--- src/rtl/pfsa_pkg.sv ---
// ----------------------------------------------------------------------------
// pfsa_pkg
// Shared constants, codes and control structs of the page frame allocator.
// ----------------------------------------------------------------------------
package pfsa_pkg;

  localparam int unsigned PAGES_PER_RANGE = 1024;
  localparam int unsigned NUM_RANGES      = 2;
  localparam int unsigned FLAG_BITS       = 8;

  localparam int unsigned IDX_W      = $clog2(PAGES_PER_RANGE);
  localparam int unsigned CNT_W      = IDX_W + 1;
  localparam int unsigned RANGE_W    = (NUM_RANGES > 1) ? $clog2(NUM_RANGES) : 1;
  localparam int unsigned MEM_AW     = RANGE_W + IDX_W;
  localparam int unsigned MEM_DEPTH  = NUM_RANGES * PAGES_PER_RANGE;

  localparam int unsigned ADDR_W     = 32;
  localparam int unsigned PAGE_SHIFT = 12;
  localparam int unsigned PFN_W      = ADDR_W - PAGE_SHIFT;
  localparam int unsigned PAGES_W    = 11;
  localparam int unsigned INUSE_W    = 2;
  localparam int unsigned REQ_W      = 8;
  localparam int unsigned STATUS_W   = 2;
  localparam int unsigned CFG_DW     = 32;
  localparam int unsigned CFG_AW     = 5;

  localparam logic [FLAG_BITS-1:0] FLG_USED = FLAG_BITS'(1);
  localparam logic [FLAG_BITS-1:0] FLG_HEAD = FLAG_BITS'(2);

  typedef enum logic [2:0] {
    REG_RANGES_IN_USE = 3'd0,
    REG_RANGE_BASE_0  = 3'd1,
    REG_RANGE_PAGES_0 = 3'd2,
    REG_RANGE_BASE_1  = 3'd3,
    REG_RANGE_PAGES_1 = 3'd4
  } reg_idx_e;

  typedef enum logic [STATUS_W-1:0] {
    ST_OK       = 2'd0,
    ST_NO_PAGE  = 2'd1,
    ST_IGNORED  = 2'd2,
    ST_OVERFLOW = 2'd3
  } status_e;

  typedef enum logic {
    OP_ALLOC = 1'b0,
    OP_FREE  = 1'b1
  } op_e;

  typedef struct packed {
    logic [INUSE_W-1:0]                    in_use;
    logic [NUM_RANGES-1:0][PFN_W-1:0]      base;
    logic [NUM_RANGES-1:0][PAGES_W-1:0]    pages;
  } cfg_t;

  typedef struct packed {
    logic               valid;
    logic [RANGE_W-1:0] range;
    logic [PAGES_W-1:0] pages;
  } init_t;

  typedef struct packed {
    logic              busy;
    logic              we;
    logic [MEM_AW-1:0] addr;
  } clr_t;

  typedef struct packed {
    logic    take;
    logic    alloc_pop;
    logic    alloc_fin;
    logic    chk_rd;
    logic    next_r;
    logic    walk_push;
    logic    status_we;
    status_e status;
    logic    out_load;
  } cmd_t;

  typedef struct packed {
    logic pfn_zero;
    logic any_free;
    logic own;
    logic more_r;
    logic head_ok;
    logic full;
    logic last_page;
    logic tail_ok;
    logic out_busy;
  } sts_t;

endpackage

--- src/rtl/pfsa_ctrl.sv ---
// ----------------------------------------------------------------------------
// pfsa_ctrl
// Sequencer for allocate and free requests.
// ----------------------------------------------------------------------------
module pfsa_ctrl (
  input  logic             clk_i,
  input  logic             rst_ni,
  input  logic             s_tvalid_i,
  output logic             s_tready_o,
  input  pfsa_pkg::op_e    s_op_i,
  input  logic             clr_busy_i,
  input  pfsa_pkg::sts_t   sts_i,
  output pfsa_pkg::cmd_t   cmd_o
);

  typedef enum logic [2:0] {
    S_IDLE,
    S_ALLOC,
    S_ALLOC_WR,
    S_FREE_CHK,
    S_FREE_FLG,
    S_WALK,
    S_WALK_FLG,
    S_DONE
  } state_e;

  state_e state_q, state_d;

  assign s_tready_o = (state_q == S_IDLE) && !clr_busy_i;

  always_comb begin
    state_d = state_q;
    cmd_o   = '0;
    unique case (state_q)
      S_IDLE: begin
        if (s_tvalid_i && s_tready_o) begin
          cmd_o.take = 1'b1;
          state_d    = (s_op_i == pfsa_pkg::OP_ALLOC) ? S_ALLOC : S_FREE_CHK;
        end
      end
      S_ALLOC: begin
        if (sts_i.any_free) begin
          cmd_o.alloc_pop = 1'b1;
          state_d         = S_ALLOC_WR;
        end else begin
          cmd_o.status_we = 1'b1;
          cmd_o.status    = pfsa_pkg::ST_NO_PAGE;
          state_d         = S_DONE;
        end
      end
      S_ALLOC_WR: begin
        cmd_o.alloc_fin = 1'b1;
        cmd_o.status_we = 1'b1;
        cmd_o.status    = pfsa_pkg::ST_OK;
        state_d         = S_DONE;
      end
      S_FREE_CHK: begin
        priority if (sts_i.pfn_zero) begin
          state_d = S_DONE;
        end else if (sts_i.own) begin
          cmd_o.chk_rd = 1'b1;
          state_d      = S_FREE_FLG;
        end else if (sts_i.more_r) begin
          cmd_o.next_r = 1'b1;
        end else begin
          state_d = S_DONE;
        end
      end
      S_FREE_FLG: begin
        priority if (sts_i.head_ok) begin
          cmd_o.status_we = 1'b1;
          cmd_o.status    = pfsa_pkg::ST_OK;
          state_d         = S_WALK;
        end else if (sts_i.more_r) begin
          cmd_o.next_r = 1'b1;
          state_d      = S_FREE_CHK;
        end else begin
          state_d = S_DONE;
        end
      end
      S_WALK: begin
        if (sts_i.full) begin
          cmd_o.status_we = 1'b1;
          cmd_o.status    = pfsa_pkg::ST_OVERFLOW;
          state_d         = S_DONE;
        end else begin
          cmd_o.walk_push = 1'b1;
          state_d         = sts_i.last_page ? S_DONE : S_WALK_FLG;
        end
      end
      S_WALK_FLG: begin
        state_d = sts_i.tail_ok ? S_WALK : S_DONE;
      end
      S_DONE: begin
        if (!sts_i.out_busy) begin
          cmd_o.out_load = 1'b1;
          state_d        = S_IDLE;
        end
      end
    endcase
  end

  always_ff @(posedge clk_i or negedge rst_ni) begin
    if (!rst_ni) begin
      state_q <= S_IDLE;
    end else begin
      state_q <= state_d;
    end
  end

endmodule

--- config.mk ---
export PLATFORM = sky130hd
export DESIGN_NAME = pfsa_ctrl
export DESIGN_NICKNAME = d
export VERILOG_FILES = /design/src/rtl/pfsa_pkg.sv /design/src/rtl/pfsa_ctrl.sv
export SDC_FILE = /design/constraint.sdc
export NUM_CORES = 1
export LEC_CHECK = 0
export BUFFER_PORTS_ARGS = -buffer_cell sky130_fd_sc_hd__buf_2
export CELL_PAD_IN_SITES_DETAIL_PLACEMENT = 0
export CELL_PAD_IN_SITES_GLOBAL_PLACEMENT = 1
export CORE_AREA = 10 10 50 52
export DETAILED_ROUTE_END_ITERATION = 6
export DIE_AREA = 0 0 60 62
export HOLD_SLACK_MARGIN = 0.1
export PLACE_DENSITY_LB_ADDON = 0.1
export SLEW_MARGIN = 0
export SYNTH_ARGS = -nofsm -noshare
export SYNTH_HDL_FRONTEND = slang
export SYNTH_SLANG_ARGS = --single-unit
--- constraint.sdc ---
create_clock -name clk_i -period 2.1 [get_ports clk_i]
set_clock_uncertainty 0.15 [all_clocks]
set_input_delay 0.63 -clock clk_i [delete_from_list [all_inputs] [get_ports clk_i]]
set_output_delay 0.63 -clock clk_i [all_outputs]
set_load 0.01 [all_outputs]
* Word level (Yosys, flattened, before mapping) *
Index checks and enable logic that the tools add are counted.

word-level totals
  logic and storage cells = 49
  register bits = 3
  output and inout port bits = 11

operators by class
  reduce and logical (&&, ||, !) cells = 5
  mux-type cells = 33
  equal/unequal tests = 10

operators with widths
  kind                  count
  $mux W3               11
  $pmux W3 S8           1
  $mux W1               16
  $eq A3 B3 Y1 const B  4
  $pmux W3 S4           1
  $eq A3 B2 Y1 const B  2
  $mux W2               3
  $ne A4 B4 Y1 const B  1
  $eq A3 B1 Y1 const B  1
  $logic_not A3 Y1      1
  $reduce_and A3 Y1     1
  $logic_and A1 B1 Y1   2
  $ne A2 B1 Y1 const B  1
  $ne A2 B2 Y1 const B  1
  $pmux W1 S2           1
  $logic_not A1 Y1      1

* Logic depth before layout (Yosys ltp) *
Gate-level depths: netlist of the first run.

  word-level depth = 5
  gate-level depth with buffers = 5

* Worst setup path before layout of the first run *
No wires, ideal clock.

  path type = in2out
  start point = input sts_i[7] (netlist name)
  end point = output cmd_o[3] (netlist name)
  path slack = -0.002 ns
  cell stages on the path = 3
  arrival = 1.322 ns
  cell sequence = nor2b_1 > nor4b_2 > o21bai_1

RTL lines
  element      RTL line         source
  from (decl)  pfsa_ctrl.sv:12  input pfsa_pkg::sts_t sts_i,
  to (decl)    pfsa_ctrl.sv:13  output pfsa_pkg::cmd_t cmd_o

==> impl_metrics.yaml, run 1 <==
worst_setup_path:
  worstPathArrival_ns: 1.40
  reg2reg_depth: 4
  cp_max_fo: 3
  end_kind: "output pin"
  r2r_slack_ns: 0.63
  cpPeakStageDelay_ns: 0.39
  start_kind: "register"
  cp_slowest_cell: "dfrtp_1"
  critical_path.top_delay_family: "flip-flops"
  crit-reg2reg-launch: "state_q[0]"
  path_buf_inv: 2
  path_cells: "buf_6, nor2b_4, nor4b_4, o21bai_4, buf_6"
  crit_type: "register to output pin"
  crit_required_ns: 1.32
  startpoint: "state_q[2]"
  timing.rr.end: "state_q[1]"
  path_common_cell: "buf_6"
clocking:
  worstSkewPairLatency_ns: 0.23
  cts_sinks: 3
  cts_max_level: 1
  tritoncts: "done"
  cts_buffers: 3
  clk_pin_slew_worst_paths_ns: 0.04
  root_buffer: "clkbuf_4"
  cts_buffer_depth: 2
logic_synthesis:
  synth_nets: 64
  synth_top_area_cell: "dfrtp_1"
  synth_cells: 50
  yosysMostFrequentCell: "nor2_1"
  yosys_warnings: 0
  synthFlopType: "dfrtp_1"
  synth_commonest_cells: "nor2_1, nor2b_1"
  synth_top_area_share: 0.195
  synth_cell_type_count: 27
  synthArstFlopShare: 1.00
  synth_area_leaders: "dfrtp_1, nor2b_1, buf_6, nand2b_1, nor2_1"
  yosysSeqAreaShare: 0.195
  syn_avg_cell_area_um2: 7.68
  ys_seq_elements: 3
  synth_enable_flop_cells: 0
  mappedNetlistArea_um2: 384
timing:
  setup_violations: 1
  maxSlewHeadroom: 0.804
  period_needed_ns: 2.18
  timing.hold.ws_ns: 0.570
  tns_ns: -0.0758
  final-max-slew-violation-count: 0
  finalHoldViolCount: 0
  fin_crit_sh: 1.04
  max_freq_mhz: 460
  rsz0062_at_grt: "true"
  fin_ws_ns: -0.0758
  worstMarginPinSlew_ns: 0.295
power:
  swShare: 0.437
  comb_power_share: 0.721
  p_leak_nw: 0.349
  p_seq_frac: 0.156
  switching_power_mw: 0.361
  peakVddDrop_uv: 566
  p_clk_frac: 0.123
  intPower_mw: 0.465
  power_density_nw_per_um2: 1190
floorplan:
  dieArea_um2: 3720
  start_util: 0.238
  design.core.area_um2: 1610
  fp-row-count: 15
  io_pins: 25
  dieHeight_um: 62
  die_x_um: 60
grt:
  antenna_found_initial: 0
  grtUsageMet1: 0.0980
  grt_pass1_wl_um: 2390
  busiest_layer: "met2"
  gr-total-overflow: 0
  grtUsageMet2: 0.129
  grt_use_total: 0.0824
  grt_use_met3: 0.0346
  grt_pass1_vias: 538
  grt_max_degree: 8
layout:
  regArea_um2: 76.3
  multiInputGateArea_um2: 347
  reg_top3: "state_q x3"
  antennaDiodeCount: 0
  final_nets: 99
  utilization: 0.431
  nFillCells: 179
  layout-drive-gt1-share: 0.571
  regMostFlops: "state_q"
  largest_reg_flops: 3
  area_growth_pct: 81.1
status:
  outcome: "finished, violations left"
  violations: "setup timing"
route:
  vias: 487
  drcViolationCount: 0
  drtAntennaViolNets: 0
  drt_iter0_markers: 6
  drt-wirelength-per-cell_um: 14.1
  routed_wl_um: 1420
  firstDrtPassIters: 2
  vias_per_cell: 4.82
placed_design:
  portBuffers: 24
  place_hpwl_um: 1150
  gp_congestion: 0.706
hold_path:
  holdPathEnd: "state_q[2]"
  min_from: "sts_i[5]"
  worstHoldPathType: "primary input to register"
  worstHoldPathCells: 3
run:
  drv.max_cap_violation_count: 0
[worst register-to-register path: cells and delay by family (launching register included)]
kind / cells / cell delay (ns)
AND/OR/NAND/NOR: 2 / 0.24
flip-flops: 1 / 0.45
AO/OA/AOI/OAI: 1 / 0.32
buffers and inverters: 1 / 0.19
[power groups by stage]
stage / logic [mW] / registers, mW / clock network (mW)
2_1_floorplan: 0.374 / 0.102 / 0
3_3_place_gp: 0.533 / 0.119 / 0
3_5_place_dp: 0.528 / 0.119 / 0
4_1_cts: 0.583 / 0.126 / 0.106
5_1_grt: 0.650 / 0.135 / 0.117
6_report: 0.595 / 0.129 / 0.101
[per-stage QoR]
step | instances | area, um^2 | total power, mW | setup slack (ns)
after CTS | 101 | 667 | 0.815 | -0.0890
final | 101 | 696 | 0.825 | -0.0758
after global routing | 101 | 696 | 0.902 | -0.150
after floorplan | 50 | 407 | 0.476 | 0.00436
after detailed placement | 96 | 583 | 0.647 | -0.142
after global placement | 96 | 583 | 0.651 | -0.142
[per-layer routing]
metal / vias to the layer above / part of all wire
met5: - / 0
met1: 217 / 0.47
met4: 0 / 0.013
met2: 16 / 0.46
li1: 252 / -
met3: 2 / 0.051
[layout by cell type (no fill, tap or decap), drive strengths merged, types with 2 or more instances in the layout]
cell	count
buf	33
nor2	5
nor2b	5
clkbuf	4
inv	3
nor3	3
a21oi	3
nand2b	3
dfrtp	3
and3	2
nand3	2
o22ai	2
nor4	2
[logic make-up after synthesis]
family | share of synthesized area
buffers and inverters | 0.114
AND/OR/NAND/NOR | 0.453
AO/OA/AOI/OAI | 0.238
flip-flops | 0.195
[how the worst max path moves through the flow]
stage,endpoint,cells after the start
global route,cmd_o[3],5
detailed placement,cmd_o[3],5
floorplan,cmd_o[3],3
finish,cmd_o[3],5
CTS,cmd_o[3],5
global placement,cmd_o[3],5
[repair_timing]
item	4_1_cts	5_1_grt
resized for setup	8	7
setup buffers	0	0
pin swaps	3	0
endpoints found under the hold margin	3	0
endpoints found under the setup margin	7	8
hold buffers	1	0
[final cells by class]
| cell class | count | area share |
|---|---|---|
| Tap cell | 17 | 0.0306 |
| Multi-Input combinational cell | 40 | 0.498 |
| Timing Repair Buffer | 34 | 0.308 |
| Inverter | 3 | 0.0162 |
| Sequential cell | 3 | 0.110 |
| Clock buffer | 4 | 0.0378 |
No activity file was read; power rests on OpenSTA's default activity.
==> run 2: changes to the inputs <==
- PLACE_DENSITY_LB_ADDON: 0.1 -> 0.12
- SKIP_CTS_REPAIR_TIMING: not set -> 1
==> impl_metrics.yaml, run 2 (synthesized netlist as in run 1, its figures left out) <==
clocking:
  cts_buffers: 3
  cts_max_level: 1
  worstSkewPairLatency_ns: 0.23
  cts_sinks: 3
  cts_buffer_depth: 2
  clk_pin_slew_worst_paths_ns: 0.04
  root_buffer: "clkbuf_4"
  tritoncts: "done"
worst_setup_path:
  start_kind: "primary input"
  cp_max_fo: 2
  cp_slowest_cell: "nor4b_4"
  r2r_slack_ns: 0.61
  crit_cells: 5
  path_buf_inv: 2
  crit_type: "primary input to output pin"
  crit_required_ns: 1.32
  crit-reg2reg-launch: "state_q[2]"
  end_kind: "output pin"
  cpPeakStageDelay_ns: 0.27
  worstPathArrival_ns: 1.40
  critical_path.top_delay_family: "simple AND/OR/NAND/NOR gates"
  reg2reg_depth: 4
  timing.rr.end: "state_q[1]"
  path_cells: "buf_2, nor2b_4, nor4b_4, o21bai_4, buf_6"
placed_design:
  place_hpwl_um: 1130
  gp_congestion: 0.670
  placed_cell_area_um2: 568
  dp_slack_ns: -0.139
  portBuffers: 24
grt:
  grt_use_total: 0.0782
  antenna_found_initial: 0
  gr-total-overflow: 0
  grt_pass1_vias: 530
  grt_pass1_wl_um: 2260
  grt_max_degree: 13
route:
  highest_layer: "met4"
  vias_per_cell: 4.80
  met3_wirelength_um: 52
  routed_wl_um: 1520
  firstDrtPassIters: 2
  vias: 504
  wl_met2_um: 765
  drtAntennaViolNets: 0
  drt_iter0_markers: 2
  wl_met1_um: 688
  drcViolationCount: 0
  drt-wirelength-per-cell_um: 14.5
timing:
  worstMarginPinSlew_ns: 0.251
  finalHoldViolCount: 0
  period_needed_ns: 2.18
  rsz0062_at_grt: "true"
  fin_ws_ns: -0.0850
  fin_crit_sh: 1.04
  setup_violations: 2
  final-max-slew-violation-count: 0
  max_freq_mhz: 458
  tns_ns: -0.0926
  maxSlewHeadroom: 0.832
layout:
  final_cell_area_um2: 749
  layout-drive-gt1-share: 0.614
  reg_top3: "state_q x3"
  final_cell_mix: "buf_2, buf_4, buf_6, nor2_1"
  area_growth_pct: 95.1
  final_common_cell: "buf_2"
  largest_reg_flops: 3
  utilization: 0.464
  final_nets: 103
  regMostFlops: "state_q"
  antennaDiodeCount: 0
power:
  p_leak_nw: 0.369
  power_density_nw_per_um2: 1210
  peakVddDrop_uv: 454
  finalPower_mw: 0.905
run:
  drv.max_cap_violation_count: 0
status:
  outcome: "finished, violations left"
  violations: "setup timing"
floorplan:
  start_util: 0.238
  die_x_um: 60
  design.core.area_um2: 1610
  fp-row-count: 15
  io_pins: 25
  dieHeight_um: 62
  dieArea_um2: 3720
hold_path:
  worstHoldPathType: "primary input to async pin"
[run 2: per-stage QoR]
stage	hold WS, ns	std cells
2_1_floorplan	0.184	50
3_3_place_gp	0.278	94
3_5_place_dp	0.280	94
4_1_cts	0.0278	98
5_1_grt	0.587	105
6_report	0.577	105
[run 2: final cells by class]
| type | count | area (um^2) |
|---|---|---|
| well taps | 17 | 21.3 |
| fillers | 173 | 865 |
| multi-input cells | 40 | 354 |
| repair buffers | 38 | 259 |
| flip-flops and latches | 3 | 77.6 |
| inverters | 3 | 11.3 |
| clock buffers | 4 | 26.3 |
[run 2: worst max path at each step]
stage | endpoint | start
after floorplan | cmd_o[3] | sts_i[7]
after global placement | cmd_o[3] | sts_i[7]
after detailed placement | cmd_o[3] | sts_i[7]
after CTS | cmd_o[3] | state_q[2]
after global routing | cmd_o[3] | state_q[2]
final | cmd_o[3] | sts_i[7]
[run 2: power by group]
| group | internal (mW) | switching [mW] | leakage (nW) |
|---|---|---|---|
| clock | 0.0713 | 0.0314 | 0.0150 |
| combinational | 0.356 | 0.317 | 0.323 |
| sequential | 0.0889 | 0.0402 | 0.0308 |
| total | 0.516 | 0.388 | 0.369 |
[run 2: worst reg2reg max path: stages (launching register included)]
cell	delay, ns
dfrtp_2	0.43
buf_4	0.14
buf_4	0.15
nand3b_1	0.18
a221o_1	0.32
[run 2: metal layers]
| layer | vias to the layer above | track usage |
|---|---|---|
| li1 | 258 | - |
| met1 | 230 | 0.0887 |
| met2 | 14 | 0.126 |
| met3 | 2 | 0.0224 |
| met4 | 0 | 0.0481 |
| met5 | - | 0 |
