## src/rtl/pfsa_pkg.sv

```systemverilog
// ----------------------------------------------------------------------------
// pfsa_pkg
// Shared constants, codes and control structs of the page frame allocator.
// ----------------------------------------------------------------------------
package pfsa_pkg;

  localparam int unsigned PAGES_PER_RANGE = 1024;
  localparam int unsigned NUM_RANGES      = 2;
  localparam int unsigned FLAG_BITS       = 8;

  localparam int unsigned IDX_W      = $clog2(PAGES_PER_RANGE);
  localparam int unsigned CNT_W      = IDX_W + 1;
  localparam int unsigned RANGE_W    = (NUM_RANGES > 1) ? $clog2(NUM_RANGES) : 1;
  localparam int unsigned MEM_AW     = RANGE_W + IDX_W;
  localparam int unsigned MEM_DEPTH  = NUM_RANGES * PAGES_PER_RANGE;

  localparam int unsigned ADDR_W     = 32;
  localparam int unsigned PAGE_SHIFT = 12;
  localparam int unsigned PFN_W      = ADDR_W - PAGE_SHIFT;
  localparam int unsigned PAGES_W    = 11;
  localparam int unsigned INUSE_W    = 2;
  localparam int unsigned REQ_W      = 8;
  localparam int unsigned STATUS_W   = 2;
  localparam int unsigned CFG_DW     = 32;
  localparam int unsigned CFG_AW     = 5;

  localparam logic [FLAG_BITS-1:0] FLG_USED = FLAG_BITS'(1);
  localparam logic [FLAG_BITS-1:0] FLG_HEAD = FLAG_BITS'(2);

  typedef enum logic [2:0] {
    REG_RANGES_IN_USE = 3'd0,
    REG_RANGE_BASE_0  = 3'd1,
    REG_RANGE_PAGES_0 = 3'd2,
    REG_RANGE_BASE_1  = 3'd3,
    REG_RANGE_PAGES_1 = 3'd4
  } reg_idx_e;

  typedef enum logic [STATUS_W-1:0] {
    ST_OK       = 2'd0,
    ST_NO_PAGE  = 2'd1,
    ST_IGNORED  = 2'd2,
    ST_OVERFLOW = 2'd3
  } status_e;

  typedef enum logic {
    OP_ALLOC = 1'b0,
    OP_FREE  = 1'b1
  } op_e;

  typedef struct packed {
    logic [INUSE_W-1:0]                    in_use;
    logic [NUM_RANGES-1:0][PFN_W-1:0]      base;
    logic [NUM_RANGES-1:0][PAGES_W-1:0]    pages;
  } cfg_t;

  typedef struct packed {
    logic               valid;
    logic [RANGE_W-1:0] range;
    logic [PAGES_W-1:0] pages;
  } init_t;

  typedef struct packed {
    logic              busy;
    logic              we;
    logic [MEM_AW-1:0] addr;
  } clr_t;

  typedef struct packed {
    logic    take;
    logic    alloc_pop;
    logic    alloc_fin;
    logic    chk_rd;
    logic    next_r;
    logic    walk_push;
    logic    status_we;
    status_e status;
    logic    out_load;
  } cmd_t;

  typedef struct packed {
    logic pfn_zero;
    logic any_free;
    logic own;
    logic more_r;
    logic head_ok;
    logic full;
    logic last_page;
    logic tail_ok;
    logic out_busy;
  } sts_t;

endpackage

```

## src/rtl/pfsa_regs.sv

```systemverilog
// ----------------------------------------------------------------------------
// pfsa_regs
// APB register file and range clearing sequencer.
// ----------------------------------------------------------------------------
module pfsa_regs (
  input  logic                          clk_i,
  input  logic                          rst_ni,
  input  logic                          psel_i,
  input  logic                          penable_i,
  input  logic                          pwrite_i,
  input  logic [pfsa_pkg::CFG_AW-1:0]   paddr_i,
  input  logic [pfsa_pkg::CFG_DW-1:0]   pwdata_i,
  output logic [pfsa_pkg::CFG_DW-1:0]   prdata_o,
  output logic                          pready_o,
  output pfsa_pkg::cfg_t                cfg_o,
  output pfsa_pkg::init_t               init_o,
  output pfsa_pkg::clr_t                clr_o
);

  pfsa_pkg::reg_idx_e                     reg_idx;
  logic                                   wr;
  logic                                   wr_pages;
  logic [pfsa_pkg::RANGE_W-1:0]           wr_r;
  logic [pfsa_pkg::PAGES_W-1:0]           pages_sat;
  logic [pfsa_pkg::INUSE_W-1:0]           in_use_sat;

  logic [pfsa_pkg::INUSE_W-1:0]           in_use_q;
  logic [1:0][pfsa_pkg::PFN_W-1:0]        base_q;
  logic [1:0][pfsa_pkg::PAGES_W-1:0]      pages_q;

  logic [pfsa_pkg::NUM_RANGES-1:0]        pend_q, pend_d;
  logic                                   act_q, act_d;
  logic [pfsa_pkg::RANGE_W-1:0]           act_r_q, act_r_d;
  logic [pfsa_pkg::IDX_W-1:0]             cnt_q, cnt_d;

  assign reg_idx  = pfsa_pkg::reg_idx_e'(paddr_i[pfsa_pkg::CFG_AW-1:2]);
  assign wr       = psel_i & penable_i & pwrite_i;
  assign pready_o = 1'b1;

  assign pages_sat = (pwdata_i[pfsa_pkg::PAGES_W-1:0] >
                      pfsa_pkg::PAGES_W'(pfsa_pkg::PAGES_PER_RANGE)) ?
                     pfsa_pkg::PAGES_W'(pfsa_pkg::PAGES_PER_RANGE) :
                     pwdata_i[pfsa_pkg::PAGES_W-1:0];
  assign in_use_sat = (pwdata_i[pfsa_pkg::INUSE_W-1:0] >
                       pfsa_pkg::INUSE_W'(pfsa_pkg::NUM_RANGES)) ?
                      pfsa_pkg::INUSE_W'(pfsa_pkg::NUM_RANGES) :
                      pwdata_i[pfsa_pkg::INUSE_W-1:0];

  always_comb begin
    wr_pages = 1'b0;
    wr_r     = '0;
    unique case (reg_idx)
      pfsa_pkg::REG_RANGE_PAGES_0: begin
        wr_pages = wr;
        wr_r     = pfsa_pkg::RANGE_W'(0);
      end
      pfsa_pkg::REG_RANGE_PAGES_1: begin
        wr_pages = wr;
        wr_r     = pfsa_pkg::RANGE_W'(1);
      end
      default: begin
        wr_pages = 1'b0;
      end
    endcase
  end

  always_ff @(posedge clk_i or negedge rst_ni) begin
    if (!rst_ni) begin
      in_use_q <= '0;
      base_q   <= '0;
      pages_q  <= '0;
    end else if (wr) begin
      unique case (reg_idx)
        pfsa_pkg::REG_RANGES_IN_USE: in_use_q  <= in_use_sat;
        pfsa_pkg::REG_RANGE_BASE_0:  base_q[0] <= pwdata_i[pfsa_pkg::PFN_W-1:0];
        pfsa_pkg::REG_RANGE_PAGES_0: pages_q[0] <= pages_sat;
        pfsa_pkg::REG_RANGE_BASE_1:  base_q[1] <= pwdata_i[pfsa_pkg::PFN_W-1:0];
        pfsa_pkg::REG_RANGE_PAGES_1: pages_q[1] <= pages_sat;
        default: begin
        end
      endcase
    end
  end

  always_comb begin
    prdata_o = '0;
    unique case (reg_idx)
      pfsa_pkg::REG_RANGES_IN_USE: prdata_o = pfsa_pkg::CFG_DW'(in_use_q);
      pfsa_pkg::REG_RANGE_BASE_0:  prdata_o = pfsa_pkg::CFG_DW'(base_q[0]);
      pfsa_pkg::REG_RANGE_PAGES_0: prdata_o = pfsa_pkg::CFG_DW'(pages_q[0]);
      pfsa_pkg::REG_RANGE_BASE_1:  prdata_o = pfsa_pkg::CFG_DW'(base_q[1]);
      pfsa_pkg::REG_RANGE_PAGES_1: prdata_o = pfsa_pkg::CFG_DW'(pages_q[1]);
      default:                     prdata_o = '0;
    endcase
  end

  // Sweep one range at a time: identity stack, cleared flags.
  always_comb begin
    pend_d  = pend_q;
    act_d   = act_q;
    act_r_d = act_r_q;
    cnt_d   = cnt_q;
    if (act_q) begin
      cnt_d = cnt_q + pfsa_pkg::IDX_W'(1);
      if (cnt_q == '1) begin
        act_d = 1'b0;
      end
    end else if (pend_q != '0) begin
      for (int i = pfsa_pkg::NUM_RANGES - 1; i >= 0; i--) begin
        if (pend_q[i]) begin
          act_r_d = pfsa_pkg::RANGE_W'(i);
        end
      end
      act_d           = 1'b1;
      cnt_d           = '0;
      pend_d[act_r_d] = 1'b0;
    end
    if (wr_pages && !(act_d && (act_r_d == wr_r))) begin
      pend_d[wr_r] = 1'b1;
    end
  end

  always_ff @(posedge clk_i or negedge rst_ni) begin
    if (!rst_ni) begin
      pend_q  <= '1;
      act_q   <= 1'b0;
      act_r_q <= '0;
      cnt_q   <= '0;
    end else begin
      pend_q  <= pend_d;
      act_q   <= act_d;
      act_r_q <= act_r_d;
      cnt_q   <= cnt_d;
    end
  end

  always_comb begin
    cfg_o.in_use = in_use_q;
    for (int i = 0; i < pfsa_pkg::NUM_RANGES; i++) begin
      cfg_o.base[i]  = base_q[i];
      cfg_o.pages[i] = pages_q[i];
    end
  end

  assign init_o.valid = wr_pages;
  assign init_o.range = wr_r;
  assign init_o.pages = pages_sat;

  assign clr_o.busy = act_q | (|pend_q) | wr_pages;
  assign clr_o.we   = act_q;
  assign clr_o.addr = {act_r_q, cnt_q};

endmodule

```

## config.mk

```make
export PLATFORM = sky130hd
export DESIGN_NAME = pfsa_regs
export DESIGN_NICKNAME = d
export VERILOG_FILES = /design/src/rtl/pfsa_pkg.sv /design/src/rtl/pfsa_regs.sv
export SDC_FILE = /design/constraint.sdc
export NUM_CORES = 1
export LEC_CHECK = 0
export BUFFER_PORTS_ARGS = -buffer_cell sky130_fd_sc_hd__buf_4
export CORE_MARGIN = 3
export CORE_UTILIZATION = 45
export DETAILED_ROUTE_END_ITERATION = 10
export PLACE_DENSITY_LB_ADDON = 0.1
export SKIP_CTS_REPAIR_TIMING = 1
export SLEW_MARGIN = 40
export SYNTH_ARGS = -nofsm -noshare
export SYNTH_HDL_FRONTEND = slang
export SYNTH_SLANG_ARGS = --single-unit
```

## constraint.sdc

```tcl
create_clock -name clk_i -period 3.35 [get_ports clk_i]
set_clock_uncertainty 0.2 [all_clocks]
set_input_delay 0.1675 -clock clk_i [delete_from_list [all_inputs] [get_ports clk_i]]
set_output_delay 0.1675 -clock clk_i [all_outputs]
set_load 0.02 [all_outputs]
```

# --- After elaboration in Yosys (flattened, before gate mapping) ---
# Index checks and enable logic that the tools add are counted.
# Widths: inputs -> output; s select.
classes:
  magnitude_cmp: 6
  mux: 23
  add_sub_neg: 1
  n_reduce_logical: 15
  bitwise_logic: 7
  n_eq_ne: 6
op_table:
  columns: ["operator", "n"]
  rows:
  - ["$pmux 20 s5", 1]
  - ["$mux 10", 2]
  - ["$mux 1", 13]
  - ["$gt 11x11->1 const B", 1]
  - ["$mux 11", 1]
  - ["$add 10x1->10 const B", 1]
  - ["$eq 10x10->1 const B", 1]
  - ["$reduce_and 2->1", 5]
  - ["$mux 2", 4]
  - ["$eq 3x2->1 const B", 2]
  - ["$logic_and 1x1->1", 4]
  - ["$lt 1x2->1 const B", 2]
  - ["$reduce_bool 2->1", 2]
  - ["$reduce_or 2->1", 2]
  - ["$eq 3x1->1 const B", 1]
  - ["$eq 3x3->1 const B", 1]
  - ["$logic_not 3->1", 1]
  - ["$and 1x1->1", 2]
  - ["$and 2x2->2", 1]
  - ["$demux 1 s1", 2]
  - ["$ge 1x1->1 const B", 2]
  - ["$gt 2x2->1 const B", 1]
  - ["$not 2->2", 1]
  - ["$or 1x1->1", 2]
  - ["other kinds (3)", 3]
totals:
  regBits: 78
  out_inout_bits: 123

# --- Depth between registers and ports, before layout ---
# Gate-level depths: netlist (run 1).
logic_depth:
  word_depth: 14
  mapped_depth: 6
  depth_no_buf: 5

# --- Worst setup path after synthesis (run 1) ---
# OpenSTA, ideal clock, no wires.
synth_timing:
  path_type: "input to output"
  from: "input paddr_i[2] (netlist bit)"
  to: "output prdata_o[10] (netlist bit)"
  n_path_buf: 2
  arrival_time_ps: 1362
  path_stages: 5
  setup_slack_ps: 1620
  required_ps: 2982
  path_cell_list: "buf_2 > nor2b_1 > clkbuf_1 > a22oi_1 > o21ai_0"
synth_via:
  elab_chain_cells: 2
  word_cells_on_any_way: 6
  cone_classes: "4 x eq/ne; 1 x mux; 1 x reduce/logical"
synth_rtl:
  columns: ["element", "line", "source"]
  rows:
  - ["start: declaration", "pfsa_regs.sv:11", "input logic [pfsa_pkg::CFG_AW-1:0] paddr_i,"]
  - ["$eq 3x3->1 (tied with other cells)", "pfsa_regs.sv:87", "unique case (reg_idx)"]
  - ["$pmux 20 s5 (*)", "pfsa_regs.sv:87", null]
  - ["end: declaration", "pfsa_regs.sv:13", "output logic [pfsa_pkg::CFG_DW-1:0] prdata_o,"]
# Every way passes the cells marked *; elsewhere a longest branch is shown, timed or not.

==> results.yml, run 1 <==
run_status:
  status: "complete, no violations"
sta:
  fmaxAchievable_mhz: 435.2
  maxSlewViolCount: 0
  fin_crit_ps: 2298
  max_slew_margin_pct: 42.18
  rsz0062_at_grt: "false"
  tightestPinTransition_ps: 865.5
  timing.final.crit_share_pct: 68.59
  hold_violations: 0
  fin_setup_tns_ps: 0
  setup_viol: 0
synth:
  synth-compound-area-share_pct: 7.531
  async_flop_share_pct: 100.0
  synth_area_um2: 3887
  synth_area_per_cell_um2: 11.82
  synthAdderAreaFrac_pct: 0.3219
  synth_edf_count: 0
  synth_cell_types: 42
  yosysSeqAreaShare_pct: 50.27
  synth_top_family_by_area: "multiplexers"
  netlist_instances: 329
  synth_simple_gate_area_share_pct: 10.14
  yosys_most_used_dff: "dfrtp_1"
  synthMuxAreaShare_pct: 24.88
  ys_ff_latch: 78
  ys_warn_count: 0
  synth-xor-area-share_pct: 0.4506
critical_path:
  ff2ff_setup_slack_ps: 1630
  timing.reg2reg.worst_path_depth: 4
  worst-setup-path-type: "flop to primary output"
  arrival_ps: 1930
  critical_path.top_delay_family: "flip-flops"
  crit_buf_inv: 3
  path_cells: "nor3_1, buf_4, inv_1, or3_1, buf_4"
  critical-path-max-stage-delay_ps: 570
  crit_path_top_delay_cell: "dfrtp_1"
  cp-end-kind: "primary output"
  critPathRequiredTime_ps: 2980
  r2r_end: "pend_q[0]"
  cpMostUsedCell: "buf_4"
  crit-reg2reg-launch: "act_q"
  critPathLaunchType: "flop"
  worst-path-max-fanout: 18
die:
  core-area_um2: 8299
  io_pins: 165
  rows: 33
  dieArea_um2: 9790
  dieWidth_um: 98.95
  die_h_um: 98.95
  start_util_pct: 46.84
place:
  hpwl_um: 6847
  place.port_buffers: 137
  placed_cell_area_um2: 4932
  gp_congestion: 0.7695
cts:
  clockBufferDepth: 2
  clock_sinks: 78
  cts_max_level: 3
  cts_tree: "built"
  cts-buffers-inserted: 9
  clockRootBuffer: "clkbuf_8"
  path_clk_slew_ps: 90
  clkLatencyLatePin_ps: 350
layout:
  drive_gt1_share_pct: 49.69
  post-route-cell-area_um2: 5341
  nets: 521
  diodes: 0
  area_delta_synth_final_pct: 37.40
grt:
  grt.total_usage_pct: 20.42
  grt_max_degree: 79
  grt_pass1_vias: 2964
  antenna_found_initial: 0
  grt-ovfl-total: 0
  grt_pass1_wl_um: 15640
route:
  drc_errors: 0
  antenna_left: 0
  vias_per_cell: 5.184
  wl_per_cell_um: 17.16
  totalWireLength_um: 10090
  drtIter0Drc: 118
  vias: 3048
  first_pass_iters: 4
power:
  peakVddDrop_uv: 343.9
  swShare_pct: 32.40
  fin_total_pwr_w: 0.002745
  p_leak_nw: 2.617
  powerDensity_nw_per_um2: 514.0
  p_int_w: 0.001856
  comb_power_share_pct: 29.7
  clock_power_share_pct: 27.1
  seqPwrFrac_pct: 43.2
  netSwitchingPower_w: 0.0008895
job:
  drv_cap: 0
worst_hold_path:
  min_to: "cfg_o[10]"
  min_from: "pwdata_i[10]"
  holdPathStages: 2
  hold_path_class: "input pin to flop"
cell families after synthesis:
family,after synthesis
adder cells (fa/ha/maj),1
multiplexers,85
buffers and inverters,40
AND/OR/NAND/NOR,73
XOR/XNOR,2
AO/OA/AOI/OAI,48
other,2
flip-flops,78
sequential cells by signal (all words and copies together) (netlist names):
signal	flops
cfg_o	62
cnt_q	10
in_use_q	2
pend_q	2
act_q	1
act_r_q	1
layout by cell type, fill, tap and decap left out, types with 3 or more instances in the layout:
master,count
buf_4,142
dfrtp_1,76
mux2_2,65
nand2_1,20
dlygate4sd3_1,20
o21ai_0,18
nor2_1,17
nor2b_1,13
mux2i_1,13
conb_1,13
clkbuf_8,11
a22oi_1,9
a21oi_1,8
mux2_4,7
nand3_1,6
nor3_1,3
inv_1,3
a31oi_1,3
clkinvlp_4,3
cells in the mapped netlist, types with 2 or more instances:
library cell	count	area share, %
dfstp_2	2	1.4
mux2_4	7	2.7
inv_1	3	0.29
buf_2	10	1.3
mux2_2	65	19
mux2i_1	13	3.3
a31oi_1	3	0.48
o22ai_1	2	0.32
nor2_1	17	1.6
nand2b_1	2	0.32
clkbuf_1	6	0.58
a22oi_1	9	1.7
nor4_1	2	0.32
nand2_1	20	1.9
a21oi_1	8	1.0
nand3_1	6	0.77
conb_1	2	0.19
buf_4	19	3.7
nor2b_1	13	2.1
o31ai_1	2	0.39
dfrtp_1	76	49
o21ai_0	18	2.3
xnor2_1	2	0.45
nor3_1	4	0.51
how the worst max path moves through the flow:
stage	slack (ps)	cells after the start	to	from
after global routing	880	5	clr_o[12]	act_q
after CTS	1030	5	clr_o[12]	act_q
after global placement	1180	5	prdata_o[10]	paddr_i[2]
after detailed placement	1170	5	prdata_o[10]	paddr_i[2]
final	1050	5	clr_o[12]	act_q
after floorplan	1620	5	prdata_o[10]	paddr_i[2]
per-layer routing:
layer  GRT usage, %  vias to the layer above  part of all wire (%)
li1               -                     1427                     -
met1          25.47                     1519                    42
met2          33.42                       94                    50
met3          6.936                        8                   6.9
met4          6.513                        0                   1.0
met5              0                        -                     0
per-stage QoR:
step           hold WS, ps  cells  setup WS, ps  util, %
4_1_cts             -332.7    568          1031    61.95
3_5_place_dp         53.54    552          1165    59.43
2_1_floorplan       -328.1    340          1620        -
5_1_grt              44.21    588         876.2    64.36
3_3_place_gp         196.6    552          1184    59.38
6_report             36.86    588          1052    64.36
power groups by stage:
| stage | clock network (W) | registers (W) | logic, W |
|---|---|---|---|
| floorplan | 0 | 0.00135 | 0.000287 |
| global placement | 0 | 0.00120 | 0.000796 |
| detailed placement | 0 | 0.00120 | 0.000804 |
| CTS | 0.000755 | 0.00119 | 0.000806 |
| global route | 0.000804 | 0.00121 | 0.000868 |
| finish | 0.000743 | 0.00119 | 0.000815 |
final cells by class:
cell class,count,area [µm²]
multi-input combinational,222,1738
tap,105,131.4
sequential,78,1954
timing repair buffer,164,1297
fill,673,2958
clock buffer,11,151.4
inverter,3,11.26
clock inverter,5,57.56
No activity file was read; power rests on OpenSTA's default activity.
==> inputs of run 2 (changes only) <==
--- a/config.mk
+++ b/config.mk
@@ -5,6 +5,7 @@
 export SDC_FILE = /design/constraint.sdc
 export NUM_CORES = 1
 export LEC_CHECK = 0
+export ABC_AREA = 1
 export BUFFER_PORTS_ARGS = -buffer_cell sky130_fd_sc_hd__buf_4
 export CORE_MARGIN = 3
 export CORE_UTILIZATION = 45
==> constraint.sdc (replaced) <==
create_clock -name clk_i -period 2.2 [get_ports clk_i]
set_clock_uncertainty 0.2 [all_clocks]
set_input_delay 0.11 -clock clk_i [delete_from_list [all_inputs] [get_ports clk_i]]
set_output_delay 0.11 -clock clk_i [all_outputs]
set_load 0.02 [all_outputs]
==> results.yml, run 2 <==
route:
  vias_per_cell: 4.981
  totalWireLength_um: 11140
  wl_per_cell_um: 15.13
  drtIter0Drc: 164
  antenna_left: 0
  vias: 3666
  first_pass_iters: 4
  drc_errors: 0
synth:
  synth_area_um2: 3870
  synth_cell_types: 31
  netlist_instances: 476
  async_flop_share_pct: 100.0
  ys_top_cells_by_area: "dfrtp_1 (49%), nand2_1 (16%), o21ai_1 (5.3%)"
  yosys-top-cells-count: "nand2_1 (160), dfrtp_1 (76), o21ai_1 (41)"
  synth_top_area_share_pct: 49.14
  ys_warn_count: 0
  yosys_most_used_dff: "dfrtp_1"
  synth.most_common_cell: "nand2_1"
  synth_edf_count: 0
  ys_ff_latch: 78
  yosysSeqAreaShare_pct: 50.50
  synth_area_per_cell_um2: 8.130
  synth_top_area_cell: "dfrtp_1"
layout:
  final_common_cell: "nand2_1"
  fin_util_pct: 64.10
  nets: 669
  drive_gt1_share_pct: 29.32
  regArea_um2: 1956
  largest_reg_flops: 62
  final_cell_mix: "nand2_1 (160), buf_4 (142), dfrtp_1 (75), o21ai_1 (41), inv_1 (39)"
  area_delta_synth_final_pct: 37.47
  diodes: 0
  multi_input_area_um2: 1503
  nFillCells: 748
die:
  io_pins: 165
  die_h_um: 98.74
  core-area_um2: 8299
  dieWidth_um: 98.74
  rows: 33
  start_util_pct: 46.63
  dieArea_um2: 9749
sta:
  timing.final.crit_share_pct: 92.10
  rsz0062_at_grt: "false"
  hold_violations: 0
  fmaxAchievable_mhz: 493.6
  fin_setup_tns_ps: 0
  maxSlewViolCount: 0
  setup_viol: 0
  fin_crit_ps: 2026
grt:
  grt_max_degree: 42
  use_met1_pct: 31.03
  grt_pass1_wl_um: 17540
  antenna_found_initial: 0
  grtUsageMet2_pct: 36.92
  grt.total_usage_pct: 22.69
  grtUsageMet3_pct: 3.680
  grt_pass1_vias: 3406
  top_usage_layer: "met2"
  grt-ovfl-total: 0
cts:
  clkLatencyLatePin_ps: 340
  clockBufferDepth: 2
  cts_tree: "built"
  cts-buffers-inserted: 9
  path_clk_slew_ps: 80
  clockRootBuffer: "clkbuf_8"
  clock_sinks: 78
  cts_max_level: 3
power:
  netSwitchingPower_w: 0.001365
  p_int_w: 0.002800
  powerDensity_nw_per_um2: 782.8
  seqPwrFrac_pct: 43.7
  comb_power_share_pct: 27.7
  p_leak_nw: 2.935
  swShare_pct: 32.77
  clock_power_share_pct: 28.5
  peakVddDrop_uv: 373.9
place:
  place.port_buffers: 137
  gp_congestion: 0.8671
  hpwl_um: 8026
critical_path:
  timing.reg2reg.worst_path_depth: 7
  critPathLaunchType: "input pin"
  crit-reg2reg-launch: "act_q"
  worst-setup-path-type: "input pin to primary output"
  crit_path_top_delay_cell: "dlygate4sd3_1"
  cp-end-kind: "primary output"
  ff2ff_setup_slack_ps: 580
  cp-startpoint: "pwdata_i[4]"
  r2r_end: "cnt_q[8]"
  worst-path-max-fanout: 9
  path_cells: "dlygate4sd3_1, buf_4, nor2_1, nand3_1, o21ai_4, inv_2, nor2_1, buf_4"
  critPathRequiredTime_ps: 1890
  critical-path-max-stage-delay_ps: 530
  crit_buf_inv: 4
  critical_path.top_delay_family: "buffers and inverters"
  arrival_ps: 1720
worst_hold_path:
  hold_path_class: "input pin to flop"
  holdPathStages: 6
  min_from: "paddr_i[3]"
  min_to: "in_use_q[0]"
run_status:
  status: "complete, no violations"
job:
  drv_cap: 0
[run 2: how the worst max path moves through the flow]
stage,slack (ps),endpoint,cells after the start
floorplan,690,cnt_q[6],8
global placement,500,clr_o[12],5
detailed placement,470,clr_o[12],5
CTS,80,clr_o[12],5
global route,80,init_o[2],8
finish,170,init_o[2],8
[run 2: cells by family (layout without fill, tap and decap cells)]
logic type	after synthesis	in the layout	share of synthesized area (%)
other cells	2	13	0.1941
buf+inv	87	231	11.74
xor+xnor	1	1	0.2264
compound gates	73	73	11.22
flops	78	78	50.50
simple gates	234	234	25.80
fa+ha+maj	1	1	0.3233
[run 2: final cells by class]
type,instances,area share [%]
inverters,50,3.575
repair buffers,165,24.74
multi-input cells,322,28.25
clock buffers,11,2.658
clock inverters,5,1.552
well taps,105,2.469
flip-flops and latches,78,36.76
[run 2: metrics by stage]
| step | power, W | worst slack [ps] | std cells | hold WS (ps) | instance area, µm² |
|---|---|---|---|---|---|
| floorplan | 0.002412 | 687.7 | 487 | -385.6 | 3911 |
| CTS | 0.004164 | 81.81 | 715 | -467.1 | 5109 |
| global placement | 0.002952 | 497.7 | 699 | -99.81 | 4885 |
| global route | 0.004360 | 84.97 | 736 | 49.58 | 5320 |
| finish | 0.004165 | 173.9 | 736 | 31.80 | 5320 |
| detailed placement | 0.002975 | 472.3 | 699 | -94.45 | 4885 |
[run 2: metal layers]
layer / routed length (µm) / part of all wire, % / vias to the layer above
li1: - / - / 1794
met1: 4873 / 44 / 1718
met2: 5436 / 49 / 142
met3: 690 / 6.2 / 12
met4: 139 / 1.2 / 0
met5: 0 / 0 / -
[run 2: worst reg2reg max path: stages (launching register included)]
cell and delay (ps):
dfrtp_2 510, inv_2 140, nand2_1 220, inv_2 170, nand2_1 60, o21ai_0 70, inv_1 60, a21oi_1 110
[run 2: power groups by stage]
stage	clock network (W)	logic, W	registers, W
after CTS	0.00121	0.00114	0.00182
final	0.00119	0.00115	0.00182
after global placement	0	0.00111	0.00184
after detailed placement	0	0.00113	0.00184
after floorplan	0	0.000357	0.00206
after global routing	0.00127	0.00125	0.00185
==> inputs of run 3 (changes only) <==
--- a/config.mk
+++ b/config.mk
@@ -7,6 +7,7 @@
 export LEC_CHECK = 0
 export ABC_AREA = 1
 export BUFFER_PORTS_ARGS = -buffer_cell sky130_fd_sc_hd__buf_4
+export CORE_ASPECT_RATIO = 0.75
 export CORE_MARGIN = 3
 export CORE_UTILIZATION = 45
 export DETAILED_ROUTE_END_ITERATION = 10
==> constraint.sdc (replaced) <==
create_clock -name clk_i -period 2.6 [get_ports clk_i]
set_clock_uncertainty 0.2 [all_clocks]
set_input_delay 0.13 -clock clk_i [delete_from_list [all_inputs] [get_ports clk_i]]
set_output_delay 0.13 -clock clk_i [all_outputs]
set_load 0.02 [all_outputs]
==> results.yml, run 3 (same netlist as run 2, synthesis figures left out) <==
critical_path:
  critPathLaunchType: "flop"
  ff2ff_setup_slack_ps: 880
  arrival_ps: 1770
  crit_end: "clr_o[12]"
  r2r_end: "cnt_q[8]"
  crit_buf_inv: 3
  cp-end-kind: "primary output"
  path_cells: "inv_2, nand2_1, inv_2, nand3_1, buf_4"
  crit-reg2reg-launch: "act_q"
  critPathRequiredTime_ps: 2270
  cp-startpoint: "act_q"
  critical_path.top_delay_family: "flip-flops"
  worst-path-max-fanout: 14
  crit_path_top_delay_cell: "dfrtp_1"
  critical-path-max-stage-delay_ps: 630
  cpMostUsedCell: "inv_2"
  cp.depth: 5
  worst-setup-path-type: "flop to primary output"
  timing.reg2reg.worst_path_depth: 7
layout:
  final_common_cell: "nand2_1"
  diodes: 0
  nFillCells: 694
  largest_reg_flops: 62
  nets: 665
  area_delta_synth_final_pct: 38.99
  drive_gt1_share_pct: 28.71
  fin_util_pct: 66.18
  final_cell_mix: "nand2_1 (160), buf_4 (138), dfrtp_1 (76), o21ai_1 (41), inv_1 (39)"
sta:
  fmaxAchievable_mhz: 476.8
  fin_hold_ws_ps: 75.71
  tightestPinTransition_ps: 792.1
  setup_viol: 0
  fin_crit_ps: 2097
  timing.final.crit_share_pct: 80.67
  max_slew_margin_pct: 47.01
  fin_setup_tns_ps: 0
  rsz0062_at_grt: "false"
  hold_violations: 0
  maxSlewViolCount: 0
grt:
  grt-ovfl-total: 0
  grt_pass1_wl_um: 17470
  grt.total_usage_pct: 22.60
  antenna_found_initial: 0
  grt_pass1_vias: 3330
  grt_max_degree: 79
job:
  drv_cap: 0
route:
  totalWireLength_um: 11430
  vias: 3696
  antenna_left: 0
  vias_per_cell: 5.049
  first_pass_iters: 4
  drc_errors: 0
  wl_per_cell_um: 15.61
  drtIter0Drc: 273
cts:
  cts_max_level: 3
  clockBufferDepth: 2
  clock_sinks: 78
  cts_tree: "built"
  cts-buffers-inserted: 9
  clockRootBuffer: "clkbuf_16"
  path_clk_slew_ps: 60
  clkLatencyLatePin_ps: 330
power:
  peakVddDrop_uv: 428.8
  p_leak_nw: 2.949
  powerDensity_nw_per_um2: 724.6
die:
  core-area_um2: 8128
  die_h_um: 86.31
  rows: 28
  start_util_pct: 47.61
  dieWidth_um: 113.1
  dieArea_um2: 9760
  io_pins: 165
place:
  hpwl_um: 7607
  gp_congestion: 0.8226
  place.port_buffers: 137
worst_hold_path:
  hold_path_class: "input pin to flop"
run_status:
  status: "complete, no violations"
-- run 3: cell count changes in the layout (fill, tap and decap cells not counted), sizes merged --
cell | before | now
buf | 144 | 139
clkbuf | 11 | 10
clkinv | 3 | 2
clkinvlp | 0 | 1
dlygate4sd3 | 21 | 22
inv | 50 | 51
-- run 3: tightest hold or removal path, stage by stage --
cell and delay, ps:
buf_4 100, nor2_2 60, nand2_1 70, nor2_1 60, nand2_1 80, o22ai_1 70
-- run 3: worst min-delay path by stage --
stage / startpoint / to / cells past startpoint
3_5_place_dp: rst_ni / cfg_o[8] / 1
2_1_floorplan: rst_ni / act_q / 0
6_report: paddr_i[3] / in_use_q[0] / 6
3_3_place_gp: rst_ni / cfg_o[8] / 1
4_1_cts: rst_ni / cfg_o[8] / 1
5_1_grt: penable_i / pend_q[1] / 5
-- run 3: cell type report --
type | instances | area (µm²) | share of cell area, %
clock buffer | 10 | 239.0 | 4.443
clock inverter | 6 | 93.84 | 1.745
inverter | 50 | 190.2 | 3.536
multi-input combinational | 322 | 1503 | 27.94
sequential | 78 | 1954 | 36.33
tap | 105 | 131.4 | 2.442
timing repair buffer | 161 | 1267 | 23.56
-- run 3: power breakdown --
part / total, W / internal, W / switching [W]
clock: 0.00139 / 0.000873 / 0.000512
combinational: 0.000975 / 0.000409 / 0.000566
sequential: 0.00154 / 0.00139 / 0.000149
-- run 3: stage by stage --
| stage | worst slack, ps | std cells | instance area (µm²) | total power (W) |
|---|---|---|---|---|
| after detailed placement | 578.2 | 694 | 4826 | 0.002507 |
| after floorplan | 1088 | 487 | 3911 | 0.002041 |
| final | 502.6 | 732 | 5379 | 0.003897 |
| after global placement | 624.9 | 694 | 4822 | 0.002488 |
| after CTS | 518.0 | 710 | 5159 | 0.003897 |
| after global routing | 401.3 | 732 | 5379 | 0.004070 |
-- run 3: layer usage --
layer	vias up	part of all wire [%]	GRT usage (%)
li1	1783	-	-
met1	1772	45	32.43
met2	135	47	34.89
met3	6	7.0	6.001
met4	0	0.64	4.694
met5	-	0	0
